==> src/design/vss_pkg.sv <==
// shared types and codes for the value search stack
package vss_pkg;

    localparam int DATA_W = 32;

    typedef enum logic [1:0] {
        OP_PUSH   = 2'd0,
        OP_DRAIN  = 2'd1,
        OP_UPDATE = 2'd2,
        OP_DELETE = 2'd3
    } op_t;

    typedef enum logic [1:0] {
        ST_OK        = 2'd0,
        ST_NOT_FOUND = 2'd1,
        ST_EMPTY     = 2'd2,
        ST_FULL      = 2'd3
    } status_t;

    typedef logic signed [DATA_W-1:0] word_t;

endpackage

==> src/design/vss_if.sv <==
// request and response channel interfaces of the value search stack
interface vss_req_if;
    import vss_pkg::*;

    logic  valid;
    logic  ready;
    op_t   op;
    word_t value;
    word_t new_value;

    modport source (output valid, output op, output value, output new_value, input ready);
    modport sink   (input valid, input op, input value, input new_value, output ready);
endinterface

interface vss_rsp_if;
    import vss_pkg::*;

    logic    valid;
    logic    ready;
    status_t status;
    word_t   data;
    logic    last;

    modport source (output valid, output status, output data, output last, input ready);
    modport sink   (input valid, input status, input data, input last, output ready);
endinterface

==> src/design/vss_mem.sv <==
// entry storage: one write port, one read port with registered read data
module vss_mem #(
    parameter int DEPTH = 16
) (
    input  logic                      clk,
    input  logic                      we,
    input  logic [$clog2(DEPTH)-1:0]  waddr,
    input  vss_pkg::word_t            wdata,
    input  logic                      re,
    input  logic [$clog2(DEPTH)-1:0]  raddr,
    output vss_pkg::word_t            rd_data
);
    import vss_pkg::*;

    word_t mem_array [DEPTH];
    word_t rd_data_reg;

    always_ff @(posedge clk)
    begin
        if (we)
        begin
            mem_array[waddr] <= wdata;
        end
    end

    always_ff @(posedge clk)
    begin
        if (re)
        begin
            rd_data_reg <= mem_array[raddr];
        end
    end

    assign rd_data = rd_data_reg;

endmodule

==> src/design/vss_ctrl.sv <==
// sequencer: push, drain, search, delete compaction and the response register
module vss_ctrl #(
    parameter int DEPTH = 16
) (
    input  logic                      clk,
    input  logic                      rst_n,
    vss_req_if.sink                   req,
    vss_rsp_if.source                 rsp,
    output logic                      mem_we,
    output logic [$clog2(DEPTH)-1:0]  mem_waddr,
    output vss_pkg::word_t            mem_wdata,
    output logic                      mem_re,
    output logic [$clog2(DEPTH)-1:0]  mem_raddr,
    input  vss_pkg::word_t            mem_rd_data
);
    import vss_pkg::*;

    localparam int AW = $clog2(DEPTH);
    localparam int CW = $clog2(DEPTH + 1);
    localparam int EW = CW + 1;

    typedef enum logic [4:0] {
        S_IDLE   = 5'b00001,
        S_DRAIN  = 5'b00010,
        S_SEARCH = 5'b00100,
        S_SHIFT  = 5'b01000,
        S_FINISH = 5'b10000
    } state_t;

    state_t         state_reg, state_next;
    logic [CW-1:0]  cnt_reg, cnt_next;
    logic [AW-1:0]  ptr_reg, ptr_next;
    op_t            op_reg, op_next;
    word_t          key_reg, key_next;
    word_t          nval_reg, nval_next;
    status_t        res_status_reg, res_status_next;
    word_t          res_data_reg, res_data_next;

    logic           ovalid_reg, ovalid_next;
    status_t        ostatus_reg, ostatus_next;
    word_t          odata_reg, odata_next;
    logic           olast_reg, olast_next;

    logic           req_acc;
    logic           out_free;
    logic [CW-1:0]  cnt_m1, cnt_m2;
    logic [AW-1:0]  ptr_m1;
    logic [EW-1:0]  cnt_w, ptr_p1_w, ptr_p2_w;

    assign req.ready  = (state_reg == S_IDLE);
    assign req_acc    = req.valid && req.ready;
    assign out_free   = !ovalid_reg || rsp.ready;

    assign cnt_m1     = cnt_reg - CW'(1);
    assign cnt_m2     = cnt_reg - CW'(2);
    assign ptr_m1     = ptr_reg - AW'(1);
    assign cnt_w      = EW'(cnt_reg);
    assign ptr_p1_w   = EW'(ptr_reg) + EW'(1);
    assign ptr_p2_w   = EW'(ptr_reg) + EW'(2);

    assign rsp.valid  = ovalid_reg;
    assign rsp.status = ostatus_reg;
    assign rsp.data   = odata_reg;
    assign rsp.last   = olast_reg;

    always_comb
    begin
        state_next      = state_reg;
        cnt_next        = cnt_reg;
        ptr_next        = ptr_reg;
        op_next         = op_reg;
        key_next        = key_reg;
        nval_next       = nval_reg;
        res_status_next = res_status_reg;
        res_data_next   = res_data_reg;

        ovalid_next     = ovalid_reg && !rsp.ready;
        ostatus_next    = ostatus_reg;
        odata_next      = odata_reg;
        olast_next      = olast_reg;

        mem_we          = 1'b0;
        mem_waddr       = ptr_reg;
        mem_wdata       = nval_reg;
        mem_re          = 1'b0;
        mem_raddr       = cnt_m1[AW-1:0];

        unique case (state_reg)
            S_IDLE:
            begin
                if (req_acc)
                begin
                    op_next       = req.op;
                    key_next      = req.value;
                    nval_next     = req.new_value;
                    res_data_next = '0;
                    unique case (req.op)
                        OP_PUSH:
                        begin
                            state_next = S_FINISH;
                            if (cnt_reg == CW'(DEPTH))
                            begin
                                res_status_next = ST_FULL;
                            end
                            else
                            begin
                                mem_we          = 1'b1;
                                mem_waddr       = cnt_reg[AW-1:0];
                                mem_wdata       = req.value;
                                cnt_next        = cnt_reg + CW'(1);
                                res_status_next = ST_OK;
                            end
                        end
                        OP_DRAIN:
                        begin
                            if (cnt_reg == '0)
                            begin
                                res_status_next = ST_EMPTY;
                                state_next      = S_FINISH;
                            end
                            else
                            begin
                                mem_re     = 1'b1;
                                state_next = S_DRAIN;
                            end
                        end
                        OP_UPDATE, OP_DELETE:
                        begin
                            if (cnt_reg == '0)
                            begin
                                res_status_next = (req.op == OP_UPDATE) ? ST_NOT_FOUND
                                                                        : ST_EMPTY;
                                state_next      = S_FINISH;
                            end
                            else
                            begin
                                // scan starts at the top entry
                                mem_re     = 1'b1;
                                ptr_next   = cnt_m1[AW-1:0];
                                state_next = S_SEARCH;
                            end
                        end
                        default:
                        begin
                            state_next = S_IDLE;
                        end
                    endcase
                end
            end

            S_DRAIN:
            begin
                if (out_free)
                begin
                    ovalid_next  = 1'b1;
                    ostatus_next = ST_OK;
                    odata_next   = mem_rd_data;
                    olast_next   = (cnt_reg == CW'(1));
                    cnt_next     = cnt_m1;
                    if (cnt_reg == CW'(1))
                    begin
                        state_next = S_IDLE;
                    end
                    else
                    begin
                        mem_re    = 1'b1;
                        mem_raddr = cnt_m2[AW-1:0];
                    end
                end
            end

            S_SEARCH:
            begin
                if (mem_rd_data == key_reg)
                begin
                    res_status_next = ST_OK;
                    if (op_reg == OP_UPDATE)
                    begin
                        mem_we     = 1'b1;
                        mem_waddr  = ptr_reg;
                        mem_wdata  = nval_reg;
                        state_next = S_FINISH;
                    end
                    else
                    begin
                        res_data_next = mem_rd_data;
                        if (ptr_p1_w < cnt_w)
                        begin
                            // entries above the hole move down one slot
                            mem_re     = 1'b1;
                            mem_raddr  = ptr_p1_w[AW-1:0];
                            state_next = S_SHIFT;
                        end
                        else
                        begin
                            cnt_next   = cnt_m1;
                            state_next = S_FINISH;
                        end
                    end
                end
                else if (ptr_reg == '0)
                begin
                    res_status_next = ST_NOT_FOUND;
                    state_next      = S_FINISH;
                end
                else
                begin
                    mem_re    = 1'b1;
                    mem_raddr = ptr_m1;
                    ptr_next  = ptr_m1;
                end
            end

            S_SHIFT:
            begin
                // write slot ptr while the entry two above is read
                mem_we    = 1'b1;
                mem_waddr = ptr_reg;
                mem_wdata = mem_rd_data;
                if (ptr_p2_w < cnt_w)
                begin
                    mem_re    = 1'b1;
                    mem_raddr = ptr_p2_w[AW-1:0];
                    ptr_next  = ptr_p1_w[AW-1:0];
                end
                else
                begin
                    cnt_next   = cnt_m1;
                    state_next = S_FINISH;
                end
            end

            S_FINISH:
            begin
                if (out_free)
                begin
                    ovalid_next  = 1'b1;
                    ostatus_next = res_status_reg;
                    odata_next   = res_data_reg;
                    olast_next   = 1'b1;
                    state_next   = S_IDLE;
                end
            end

            default:
            begin
                state_next = S_IDLE;
            end
        endcase
    end

    always_ff @(posedge clk or negedge rst_n)
    begin
        if (!rst_n)
        begin
            state_reg  <= S_IDLE;
            cnt_reg    <= '0;
            ovalid_reg <= 1'b0;
        end
        else
        begin
            state_reg  <= state_next;
            cnt_reg    <= cnt_next;
            ovalid_reg <= ovalid_next;
        end
    end

    always_ff @(posedge clk)
    begin
        ptr_reg        <= ptr_next;
        op_reg         <= op_next;
        key_reg        <= key_next;
        nval_reg       <= nval_next;
        res_status_reg <= res_status_next;
        res_data_reg   <= res_data_next;
        ostatus_reg    <= ostatus_next;
        odata_reg      <= odata_next;
        olast_reg      <= olast_next;
    end

endmodule

==> src/design/value_search_stack_unit.sv <==
// top level of the value search stack: sequencer plus entry memory
//
//  channel | dir | beat fields                | accepted when
//  req     | in  | op, value, new_value       | req.valid && req.ready
//  rsp     | out | status, data, last         | rsp.valid && rsp.ready
//
// push writes the next free slot with no scan; update scans k entries
// from the top (at most fill_count), one per memory read
// delete compacts by moving each entry above the match down one slot through the write port
// drain of n entries gives one beat per cycle while rsp is ready, after the first read
// reset clears the fill count and the response valid flag; entries are not cleared
// a stalled rsp holds one finished beat while the next request is taken
module value_search_stack_unit #(
    parameter int DEPTH = 16
) (
    input  logic      clk,
    input  logic      rst_n,
    vss_req_if.sink   req,
    vss_rsp_if.source rsp
);
    import vss_pkg::*;

    localparam int AW = $clog2(DEPTH);

    logic          mem_we;
    logic [AW-1:0] mem_waddr;
    word_t         mem_wdata;
    logic          mem_re;
    logic [AW-1:0] mem_raddr;
    word_t         mem_rd_data;

    vss_ctrl #(
        .DEPTH (DEPTH)
    ) u_ctrl (
        .clk         (clk),
        .rst_n       (rst_n),
        .req         (req),
        .rsp         (rsp),
        .mem_we      (mem_we),
        .mem_waddr   (mem_waddr),
        .mem_wdata   (mem_wdata),
        .mem_re      (mem_re),
        .mem_raddr   (mem_raddr),
        .mem_rd_data (mem_rd_data)
    );

    vss_mem #(
        .DEPTH (DEPTH)
    ) u_mem (
        .clk     (clk),
        .we      (mem_we),
        .waddr   (mem_waddr),
        .wdata   (mem_wdata),
        .re      (mem_re),
        .raddr   (mem_raddr),
        .rd_data (mem_rd_data)
    );

endmodule
==> src/flat_wrapper.sv <==
// flat-port wrapper written by rule: the top's interface ports become plain ports
module value_search_stack_unit_flat import vss_pkg::*;
#(
    parameter int DEPTH = 16
)
  (clk, rst_n, req_valid, req_op, req_value, req_new_value, req_ready, rsp_valid, rsp_status, rsp_data, rsp_last, rsp_ready);
  vss_req_if req_i ();
  vss_rsp_if rsp_i ();
  input  logic clk;
  input  logic rst_n;
  input wire logic [$bits(req_i.valid)-1:0] req_valid;
  input wire logic [$bits(req_i.op)-1:0] req_op;
  input wire logic [$bits(req_i.value)-1:0] req_value;
  input wire logic [$bits(req_i.new_value)-1:0] req_new_value;
  output wire logic [$bits(req_i.ready)-1:0] req_ready;
  output wire logic [$bits(rsp_i.valid)-1:0] rsp_valid;
  output wire logic [$bits(rsp_i.status)-1:0] rsp_status;
  output wire logic [$bits(rsp_i.data)-1:0] rsp_data;
  output wire logic [$bits(rsp_i.last)-1:0] rsp_last;
  input wire logic [$bits(rsp_i.ready)-1:0] rsp_ready;
  assign req_i.valid = req_valid;
  assign req_i.op = req_op;
  assign req_i.value = req_value;
  assign req_i.new_value = req_new_value;
  assign req_ready = req_i.ready;
  assign rsp_valid = rsp_i.valid;
  assign rsp_status = rsp_i.status;
  assign rsp_data = rsp_i.data;
  assign rsp_last = rsp_i.last;
  assign rsp_i.ready = rsp_ready;
  value_search_stack_unit #(.DEPTH(DEPTH)) u_core (.clk(clk), .rst_n(rst_n), .req(req_i), .rsp(rsp_i));
endmodule
==> config.mk <==
export PLATFORM = sky130hd
export DESIGN_NAME = value_search_stack_unit_flat
export DESIGN_NICKNAME = d
export VERILOG_FILES = /design/src/design/vss_pkg.sv /design/src/design/vss_if.sv /design/src/design/vss_mem.sv /design/src/design/vss_ctrl.sv /design/src/design/value_search_stack_unit.sv /design/src/flat_wrapper.sv
export SDC_FILE = /design/constraint.sdc
export NUM_CORES = 1
export LEC_CHECK = 0
export BUFFER_PORTS_ARGS = -buffer_cell sky130_fd_sc_hd__buf_2
export CORE_MARGIN = 4
export CORE_UTILIZATION = 60
export CTS_CLUSTER_SIZE = 24
export DETAILED_ROUTE_END_ITERATION = 8
export PLACE_DENSITY = 0.78
export REMOVE_ABC_BUFFERS = 1
export SLEW_MARGIN = 5
export SYNTH_ARGS = -nofsm -noshare
export SYNTH_HDL_FRONTEND = slang
export SYNTH_HIERARCHICAL = 1
export SYNTH_SLANG_ARGS = --single-unit
==> constraint.sdc <==
create_clock -name clk -period 9.6 [get_ports clk]
set_input_delay 0.96 -clock clk [delete_from_list [all_inputs] [get_ports clk]]
set_output_delay 0.96 -clock clk [all_outputs]
set_load 0.01 [all_outputs]
* Word level (Yosys, flattened, before mapping)
Memory sizes are Yosys's and may differ from the RTL's. A register that Yosys moved wholly into a read port is not among the register bits. Cells that the tools add are included.
Operators by class: $add $sub $neg 6, $lt $le $gt $ge 2, equal/unequal tests 30, muxes and demuxes 88, reductions and logical operators 22
Operators by type and width (number):
- $mux W32 | 8
- $pmux W32 S2 | 3
- $mux W5 | 19
- $mux W4 | 17
- $eq A32 B32 Y1 | 1
- $pmux W5 S5 | 1
- $ne A2 B2 Y1 const B | 12
- $pmux W4 S3 | 2
- $mux W1 | 21
- $pmux W5 S4 | 1
- $mux W2 | 9
- $pmux W5 S3 | 1
- $eq A5 B1 Y1 const B | 2
- $eq A5 B5 Y1 const B | 2
- $lt A5 B5 Y1 | 2
- $ne A3 B3 Y1 const B | 3
- $reduce_and A9 Y1 | 1
- $pmux W2 S2 | 2
- $reduce_and A7 Y1 | 1
- $eq A2 B2 Y1 const B | 3
- $ne A2 B1 Y1 const B | 3
- $pmux W2 S3 | 1
- $reduce_and A6 Y1 | 1
- $add A4 B1 Y5 const B | 1
- other kinds (27) | 31
Storage, ports and cells: bits in registers 150, memory bits (writable) 512, input bits 70, output and inout bits 37, word-level logic and storage cells 161, memories 1
Memories:
- u_core.u_mem.mem_array | depth 16, width 32, rd ports 1, clocked after memory_dff 1, write ports 1, RTL line vss_mem.sv:15 | word_t mem_array [DEPTH];

* Depth between registers and ports, before layout
Gate-level depths: netlist of run 1.
word-level depth 7, depth in mapped cells 16, depth with buffers taken out 14

* Modules after synthesis
Netlist of run 1, hierarchy kept.
By module, submodules not included:
- vss_mem | times used 1, cells each 838, area an instance 20155.6 um^2, sequential area each 16335.7 um^2
- vss_ctrl | times used 1, cells each 579, area an instance 7259.5 um^2, sequential area each 4450.5 um^2

* Worst setup path after synthesis of run 1
Ideal clock, no wire load.
kind register to register, from register u_core.u_ctrl.state_reg[2], to memory u_core/u_mem/mem_array[0][0] (netlist bit), enable pin, arrival 4697 ps, data required time 9139 ps, setup slack 4442 ps, stages on the path, launching flop included 12, buffers on the path 2, period minus slack after synthesis 5158 ps, cells stage by stage dfrtp_1 > nor3_1 > nand3b_1 > inv_2 > nand2_1 > nor3_1 > and2_1 > buf_2 > buf_2 > o21ai_1 > or3b_2 > nor3_1
RTL lines:
- start: declaration | RTL line vss_ctrl.sv:30 | state_t state_reg, state_next;
- start signal: assignment | RTL line vss_ctrl.sv:262 | state_reg <= state_next;
- $eq A5 B1 Y1 * | RTL line vss_ctrl.sv:50 | assign req.ready = (state_reg == S_IDLE);
- net req_ready | RTL line flat_wrapper.sv:15 | output wire logic [$bits(req_i.ready)-1:0] req_ready;
- $logic_and A1 B1 Y1 | RTL line vss_ctrl.sv:51 | assign req_acc = req.valid && req.ready;
- $mux W4 | RTL line vss_ctrl.sv:91 | if (req_acc)
- $mux W4 *
- net u_core.mem_waddr[2] | RTL line value_search_stack_unit.sv:26 | logic [AW-1:0] mem_waddr;
- end: declaration | RTL line vss_mem.sv:15
The timed path passes the listed nets; every way through them passes the cells marked *.

* Final worst setup path of run 1
from register u_core.u_mem.rd_data_reg[14] (netlist: u_core/u_mem/rd_data[14]) (read register of u_core.u_mem.mem_array), to register u_core.u_mem.rd_data_reg[14] (netlist: u_core/u_mem/rd_data[14]) (read register of u_core.u_mem.mem_array), data pin
Between the ends: word-level cells in the longest chain between the ends 3
RTL lines:
- start: declaration | RTL line vss_mem.sv:16 | word_t rd_data_reg;
- $eq A32 B32 Y1 | RTL line vss_ctrl.sv:174 | if (mem_rd_data == key_reg)
- $mux W4 | RTL line vss_ctrl.sv:174
- $pmux W4 S3 | RTL line vss_ctrl.sv:88 | unique case (state_reg)
- net u_core.mem_raddr[1] | RTL line value_search_stack_unit.sv:29 | logic [AW-1:0] mem_raddr;
The timed path passes the listed nets, and every way through them passes these cells. A chain may end at the register's enable or synchronous reset.

==> results.cfg, run 1 <==
[place]
gp_congestion = 0.8735
hpwl_um = 34310
port_buffers = 106
pre_cts_slack_ns = 4.164

[global_route]
grtUsageMet1 = 0.3891
grt_overflow = 0
grt_pass1_wl_um = 98880
grt_max_degree = 129
met3_usage = 0.06607
grt.total_usage = 0.2732
use_met2 = 0.4281
grt_pass1_vias = 14850
antenna_found_initial = 0
grt-busiest-layer = met2

[final_layout]
final_nets = 1652
fillers = 2807
largest-register = u_core/u_mem/mem_array
n_antenna_cell = 0
largest_reg_flops = 512
areaGrowthSynthToFinish_pct = 12.89
post-route-util = 0.6834
drive_gt1_frac = 0.2673

[power]
p_total_mw = 11.01
p_per_area_mw_per_mm2 = 355.8
ir_drop_mv = 0.3993
leakage_nw = 10.29

[cts]
cts-hold-fix-buffers = 0
clk_pin_slew_ns = 0.06
cts_tree = yes
insertion_delay_ns = 0.61
clock-root-buffer = clkbuf_16
cts_sinks = 694
clockBufferDepth = 3
cts_made_buffers = 68
cts_resized = 0
cts_setup_buffers = 0
htree_num_levels = 3

[worst_setup_path]
cp.required_ns = 9.93
crit_slowest_cell = buf_4
worst-path-buf-inv = 2
path_class = reg2reg
arrival_ns = 5.97
crit_chain = xnor2_1 > nand4_1 > nor4_1 > nand2_1 > or3_1 > nand2_1 > a41oi_1 > o211ai_1 > buf_4 > buf_4 > mux4_2 > a22oi_1 > nand2_1
critPathLaunchType = flip-flop
endpoint_kind = flip-flop
critical-path-max-stage-delay_ns = 1.04
crit_family = simple AND/OR/NAND/NOR gates
worstPathMaxFanout = 81
cp_common_cell = nand2_1

[synthesis]
ys_ff_latch = 694
synthCells = 1417
netlist_area_sq_mm = 0.02742
synthArstFlopShare = 0.01585
yosysWarningCount = 6
synth_top_cell_area_share = 0.7481
synthFlopType = edfxtp_1
synth_top_cell_by_area = edfxtp_1
yosysUniqueCellTypes = 55
ys_seq_area_frac = 0.7582
syn_avg_cell_area_sq_um = 19.35
synth_common_cells = 683 x edfxtp_1, 135 x nand2_1, 128 x mux4_2
yosys-top-cells-area = edfxtp_1 75%, mux4_2 11%, a22oi_1 2.7%, nand2_1 1.8%, mux2_2 1.3%
synthMostInstantiatedCell = edfxtp_1
synth_edf_count = 683

[timing]
fin_ws_ns = 3.960
finalHoldViolations = 0
whs_ns = 0.2272
fin_crit_sh = 0.5875
setup_tns_ns = 0
worst_slew_pin_slew_ns = 1.225
fmax_mhz = 177.3
period_needed_ns = 5.640
fin_skew_ns = 0.02625
finalMaxSlewViolations = 0
slew_headroom = 0.1833
rsz0062_at_grt = false
setup_viol = 0

[floorplanning]
die_y_um = 221.8
core_sq_mm = 0.04528
fp.dieW_um = 221.8
ios = 107
rows = 78
die_area_sq_mm = 0.04918
start_util = 0.6054

[run]
maxCapViolCount = 0

[detailed_routing]
drc = 0
wire_per_inst_um = 30.23
routed_wl_um = 66980
drt_iter0_drc = 2013
dr.pass1.iters = 5
ant_nets = 0
via_per_inst = 6.597
vias = 14620

[worst_hold_path]
hp-class = in2async

[status]
outcome = finished clean
worst paths after layout:
check / cells past startpoint / startpoint / slack [ns] / to
worst min-delay path: 1 / rst_n / 0.23 / u_core/u_ctrl/cnt_reg[0]
max in group asynchronous: 1 / rst_n / 9.11 / u_core/u_ctrl/state_reg[0]
min in group clk: 1 / req_new_value[22] / 0.53 / u_core/u_ctrl/nval_reg[22]
worst min register to register: 1 / u_core/u_ctrl/res_data_reg[26] / 0.55 / u_core/u_ctrl/rsp.data[26]
worst max register to register: 13 / u_core/u_mem/rd_data[14] / 3.96 / u_core/u_mem/rd_data[14]
worst max-delay path: 13 / u_core/u_mem/rd_data[14] / 3.96 / u_core/u_mem/rd_data[14]
report_power, final:
part           switching (mW)  internal, mW
sequential              0.228          4.09
combinational            2.48          1.67
clock                    1.13          1.43
total                    3.83          7.18
cell families after synthesis:
group,after synthesis,share of synthesized area
XOR/XNOR,42,0.01342
adder cells (fa/ha/maj),21,0.009584
AND/OR/NAND/NOR,265,0.04678
AO/OA/AOI/OAI,158,0.04108
flip-flops,694,0.7582
multiplexers,162,0.1190
buffers and inverters,75,0.01191
cell type report:
cell class              count  area, sq um  share of cell area
flip-flops and latches    694        20790              0.6716
multi-input cells         648         6466              0.2089
clock buffers              84         1804             0.05830
repair buffers            139        790.8             0.02555
well taps                 600        750.7             0.02426
clock inverters            41        311.5             0.01007
inverters                  10        38.79            0.001253
layout by cell type, fill, tap and decap left out, types with 3 or more instances in the layout:
cell type and instances:
a21oi_1 13, a22oi_1 98, and2_1 36, and3_1 5, buf_2 106, buf_4 32, bufinv_16 3, clkbuf_1 14
clkbuf_16 70, clkinv_1 14, clkinv_2 16, dfrtp_1 10, edfxtp_1 683, ha_1 21, inv_1 8, inv_6 5
mux2_2 32, mux4_2 128, nand2_1 134, nand2b_1 4, nand3_1 11, nand3b_1 8, nand4_1 8, nor2_1 12
nor2_4 13, nor3_1 7, nor3_2 4, nor3b_4 3, nor4_1 3, o211ai_1 6, o21ai_0 9, o21ai_1 8
or3_1 3, xnor2_1 39, xor2_1 3
per-stage QoR:
stage                     area, sq um  cells
after floorplan                 27130   1352
after global placement          28830   2091
after detailed placement        28830   2091
after CTS                       30950   2216
after global routing            30950   2216
final                           30950   2216
per-layer routing:
metal / vias to the layer above / routed length [um]
met1: 7456 / 25030
met5: - / 0
li1: 6030 / -
met3: 143 / 7713
met2: 991 / 32130
met4: 0 / 2109
No activity file was read; power rests on OpenSTA's default activity.
==> run 2: changes to the inputs <==
- clock period: 9.6 -> 5.3 ns (I/O delays scaled with it)
==> results.cfg, run 2 (synthesis gave the netlist of run 1 again) <==
[detailed_routing]
routed_wl_um = 67730
dr.pass1.iters = 5
drt_iter0_drc = 1996
via_per_inst = 6.640
wire_per_inst_um = 30.47
vias = 14760
ant_nets = 0
drc = 0

[place]
gp_congestion = 0.8743
hpwl_um = 37320
port_buffers = 106

[final_layout]
final_cell_mix = 683 x edfxtp_1, 134 x nand2_1, 128 x mux4_2, 106 x buf_2, 98 x a22oi_1
largest_reg_flops = 512
drive_gt1_frac = 0.2723
largest-register = u_core/u_mem/mem_array
n_antenna_cell = 0
areaGrowthSynthToFinish_pct = 14.24
multi_input_area_sq_mm = 0.006466
final_common_cell = edfxtp_1
final_nets = 1668
register_area_sq_mm = 0.02079
fillers = 2728

[power]
ir_drop_mv = 0.5988
p_total_mw = 20.34
switching_share = 0.3473
clock_power_share = 0.228
leakage_nw = 10.43
p_comb_frac = 0.386
power.switching_mw = 7.061
power.internal_mw = 13.27
p_per_area_mw_per_mm2 = 649.3
seqPwrFrac = 0.385

[floorplanning]
rows = 78
die_y_um = 221.8
core_sq_mm = 0.04528
fp.dieW_um = 221.8
ios = 107
die_area_sq_mm = 0.04918
start_util = 0.6054

[timing]
period_needed_ns = 4.772
setup_tns_ns = 0
finalMaxSlewViolations = 0
finalHoldViolations = 0
fmax_mhz = 209.6
fin_skew_ns = 0.03997
setup_viol = 0
worst_slew_pin_slew_ns = 1.339
slew_headroom = 0.1036
rsz0062_at_grt = false
fin_crit_sh = 0.9004

[run]
maxCapViolCount = 0

[worst_setup_path]
cp.required_ns = 5.65
path_class = reg2reg
endpoint_kind = flip-flop
worstPathMaxFanout = 32
rrSetupSlack_ns = 0.53
arrival_ns = 5.13
critPathLaunchType = flip-flop

[global_route]
grt_pass1_wl_um = 99310
antenna_found_initial = 1
grt_pass1_vias = 15010
grt_max_degree = 47
grt_overflow = 0
grt.total_usage = 0.2760

[cts]
clk_pin_slew_ns = 0.06
cts_setup_buffers = 0
insertion_delay_ns = 0.61
cts_made_buffers = 69
clockBufferDepth = 3
clock-root-buffer = clkbuf_16
cts_tree = yes
cts_sinks = 694
cts_resized = 0
htree_num_levels = 3
cts-hold-fix-buffers = 1

[worst_hold_path]
hp-class = in2reg

[status]
outcome = finished clean
==> run 2: cell types whose count changed in the layout (fill, tap and decap cells not counted), sizes merged <==
cell	previous run	this run
buf	139	153
clkinv	34	26
clkinvlp	0	2
inv	14	12
dlygate4sd3	0	1
==> run 2: critical path, stage by stage, from the launching register on <==
cell and delay [ns]:
edfxtp_1 0.47, xnor2_1 0.49, nand4_1 0.25, nor4_1 0.36, nand2_1 0.27, or3_1 0.53, and2_1 0.23, a21oi_1 0.19
a221o_4 0.45, buf_12 0.33, mux4_2 0.57, a22oi_1 0.26, nand2_1 0.09
==> run 2: area by class of cell <==
cell class | instances | area share
flip-flops and latches | 694 | 0.6637
multi-input cells | 648 | 0.2065
clock buffers | 84 | 0.05857
repair buffers | 154 | 0.03651
well taps | 600 | 0.02397
clock inverters | 33 | 0.009548
inverters | 10 | 0.001238
==> run 2: path summary, 6_finish.rpt <==
kind                                           from                    endpoint  cells past startpoint
hold reg to reg            u_core/u_ctrl/cnt_reg[4]    u_core/u_ctrl/cnt_reg[4]                      1
min in group asynchronous                     rst_n     u_core/u_ctrl/rsp.valid                      2
hold / removal                    req_new_value[28]  u_core/u_ctrl/nval_reg[28]                      1
setup reg to reg           u_core/u_mem/rd_data[28]     u_core/u_mem/rd_data[2]                     12
setup / recovery           u_core/u_mem/rd_data[28]     u_core/u_mem/rd_data[2]                     12
max in group asynchronous                     rst_n  u_core/u_ctrl/state_reg[0]                      2
==> run 2: routing by layer <==
layer  routed length, um  global-route usage  vias up
met5                   0                   0        -
met4                2725              0.1068        0
met3                8201             0.06805      185
met2               32500              0.4306     1061
met1               24300              0.3857     7442
li1                    -                   -     6072
==> run 2: stage by stage <==
step / utilization / cells / cell area (sq um) / setup slack (ns) / hold WS [ns]
4_1_cts: 0.6916 / 2223 / 31320 / 0.5408 / 0.06411
3_3_place_gp: 0.6443 / 2105 / 29180 / 0.6736 / 0.4113
6_report: 0.6916 / 2223 / 31320 / 0.5281 / 0.09114
2_1_floorplan: - / 1352 / 27130 / -4.005 / 0.2344
3_5_place_dp: 0.6443 / 2105 / 29180 / 0.6314 / 0.4152
5_1_grt: 0.6916 / 2223 / 31320 / 0.2406 / 0.07221
==> run 2: power groups by stage <==
stage | clock network [mW] | registers (mW) | logic, mW
finish | 4.65 | 7.84 | 7.85
global route | 4.96 | 7.90 | 8.36
CTS | 4.70 | 7.84 | 7.82
detailed placement | 0 | 7.93 | 7.69
global placement | 0 | 7.91 | 7.51
floorplan | 0 | 7.76 | 4.54
==> run 3: changes to the inputs <==
- CELL_PAD_IN_SITES_DETAIL_PLACEMENT: unset -> 0
- CELL_PAD_IN_SITES_GLOBAL_PLACEMENT: unset -> 2
- CORE_UTILIZATION: 60 -> 48
- PLACE_DENSITY: 0.78 -> unset
- PLACE_DENSITY_LB_ADDON: unset -> 0.1
==> results.cfg, run 3 (synthesis gave the netlist of run 1 again) <==
[power]
ir_drop_mv = 0.6802
p_total_mw = 20.56
leakage_nw = 10.50
p_per_area_mw_per_mm2 = 648.3

[detailed_routing]
wire_per_inst_um = 29.29
drc = 0
ant_nets = 0
drt_iter0_drc = 1427
via_per_inst = 5.969
routed_wl_um = 69980
dr.pass1.iters = 7
vias = 14260

[cts]
clockBufferDepth = 3
htree_num_levels = 3
cts_tree = yes
clock-root-buffer = clkbuf_16
insertion_delay_ns = 0.61
clk_pin_slew_ns = 0.06
cts_made_buffers = 74
cts_sinks = 694

[floorplanning]
start_util = 0.4853
fp.dieW_um = 247.0
die_y_um = 247.0
die_area_sq_mm = 0.06100
core_sq_mm = 0.05650
ios = 107
rows = 87

[place]
hpwl_um = 37810
gp_congestion = 0.8047
port_buffers = 106
placedCellCount = 2257
pre_cts_slack_ns = 0.5294

[status]
outcome = finished clean

[timing]
fin_ws_ns = 0.5093
fin_skew_ns = 0.02659
finalHoldViolations = 0
worst_slew_pin_slew_ns = 0.9839
finalMaxSlewViolations = 0
rsz0062_at_grt = false
fmax_mhz = 208.7
fin_crit_sh = 0.9039
slew_headroom = 0.3390
period_needed_ns = 4.791
setup_viol = 0
whs_ns = 0.09168

[global_route]
grt_pass1_wl_um = 101500
grt_overflow = 0
grt_pass1_vias = 14370
antenna_found_initial = 1
grt.total_usage = 0.2337
grt_max_degree = 73

[worst_setup_path]
critPathLaunchType = flip-flop
arrival_ns = 5.14
endpoint_kind = flip-flop
path_class = reg2reg
worstPathMaxFanout = 29
cp.required_ns = 5.65

[final_layout]
largest-register = u_core/u_mem/mem_array
largest_reg_flops = 512
final_common_cell = edfxtp_1
final_nets = 1669
final_cell_count_no_fill = 2389
drive_gt1_frac = 0.2701
areaGrowthSynthToFinish_pct = 15.69
final_cell_mix = 683 x edfxtp_1, 134 x nand2_1, 128 x mux4_2, 106 x buf_2, 98 x a22oi_1
n_antenna_cell = 0
fillers = 4378

[run]
maxCapViolCount = 0

[worst_hold_path]
hp-class = in2reg
-- run 3: cell types whose count changed in the layout (fill, tap and decap cells not counted), sizes merged --
cell / before / now
clkinv: 26 / 27
clkbuf: 84 / 94
inv: 12 / 14
buf: 153 / 149
bufinv: 3 / 5
clkinvlp: 2 / 1
-- run 3: per-layer routing --
layer,vias to the layer above,track usage,share of wire
li1,6097,-,-
met3,80,0.03231,0.058
met1,7616,0.3436,0.44
met5,-,0,0
met4,0,0.04906,0.017
met2,467,0.3797,0.49
-- run 3: final cells by class --
class                   count  area, sq um  area share
flip-flops and latches    694        20790      0.6554
multi-input cells         648         6476      0.2042
clock buffers              94         1969     0.06209
repair buffers            150         1164     0.03669
well taps                 756        945.9     0.02982
clock inverters            37        336.6     0.01061
inverters                  10        38.79    0.001223
-- run 3: worst max-delay path, cell delays in order, from the launching register on --
cell and delay (ns):
edfxtp_1 0.51, ha_1 0.24, nand2_1 0.07, xnor2_1 0.35
ha_1 0.32, a21oi_1 0.13, o21ai_0 0.10, a21o_1 0.26
or3_1 0.48, and2_1 0.23, a21oi_1 0.18, a221o_4 0.43
buf_12 0.31, mux4_2 0.55, a22oi_1 0.21, nand2_1 0.09
-- run 3: where the power goes --
part / internal, mW / switching [mW]
combinational: 3.24 / 4.59
clock: 2.88 / 2.06
sequential: 7.40 / 0.385
total: 13.5 / 7.04
-- run 3: metrics by stage --
stage	utilization	TNS (ns)	area (sq um)
after floorplan	-	-202.60	27130
after global placement	0.5204	0	29400
after detailed placement	0.5204	0	29400
after CTS	0.5614	0	31720
after global routing	0.5614	0	31720
final	0.5614	0	31720
-- run 3: repair_timing --
action / in CTS / in global routing
hold buffers: 1 / 0
buffers inserted: 0 / 0
endpoints found under the hold margin: 10 / 0
resized for setup: 0 / 0
-- run 3: final timing paths --
path	cells after the start	startpoint	endpoint	slack, ns
worst max-delay path	15	u_core/u_ctrl/ptr_reg[2]	u_core/u_mem/rd_data[10]	0.51
worst min-delay path	1	req_new_value[20]	u_core/u_ctrl/nval_reg[20]	0.09
worst max register to register	15	u_core/u_ctrl/ptr_reg[2]	u_core/u_mem/rd_data[10]	0.51
worst min register to register	1	u_core/u_ctrl/cnt_reg[4]	u_core/u_ctrl/cnt_reg[4]	0.53
max in group asynchronous	2	rst_n	u_core/u_ctrl/state_reg[0]	4.71
min in group asynchronous	2	rst_n	u_core/u_ctrl/cnt_reg[1]	0.32
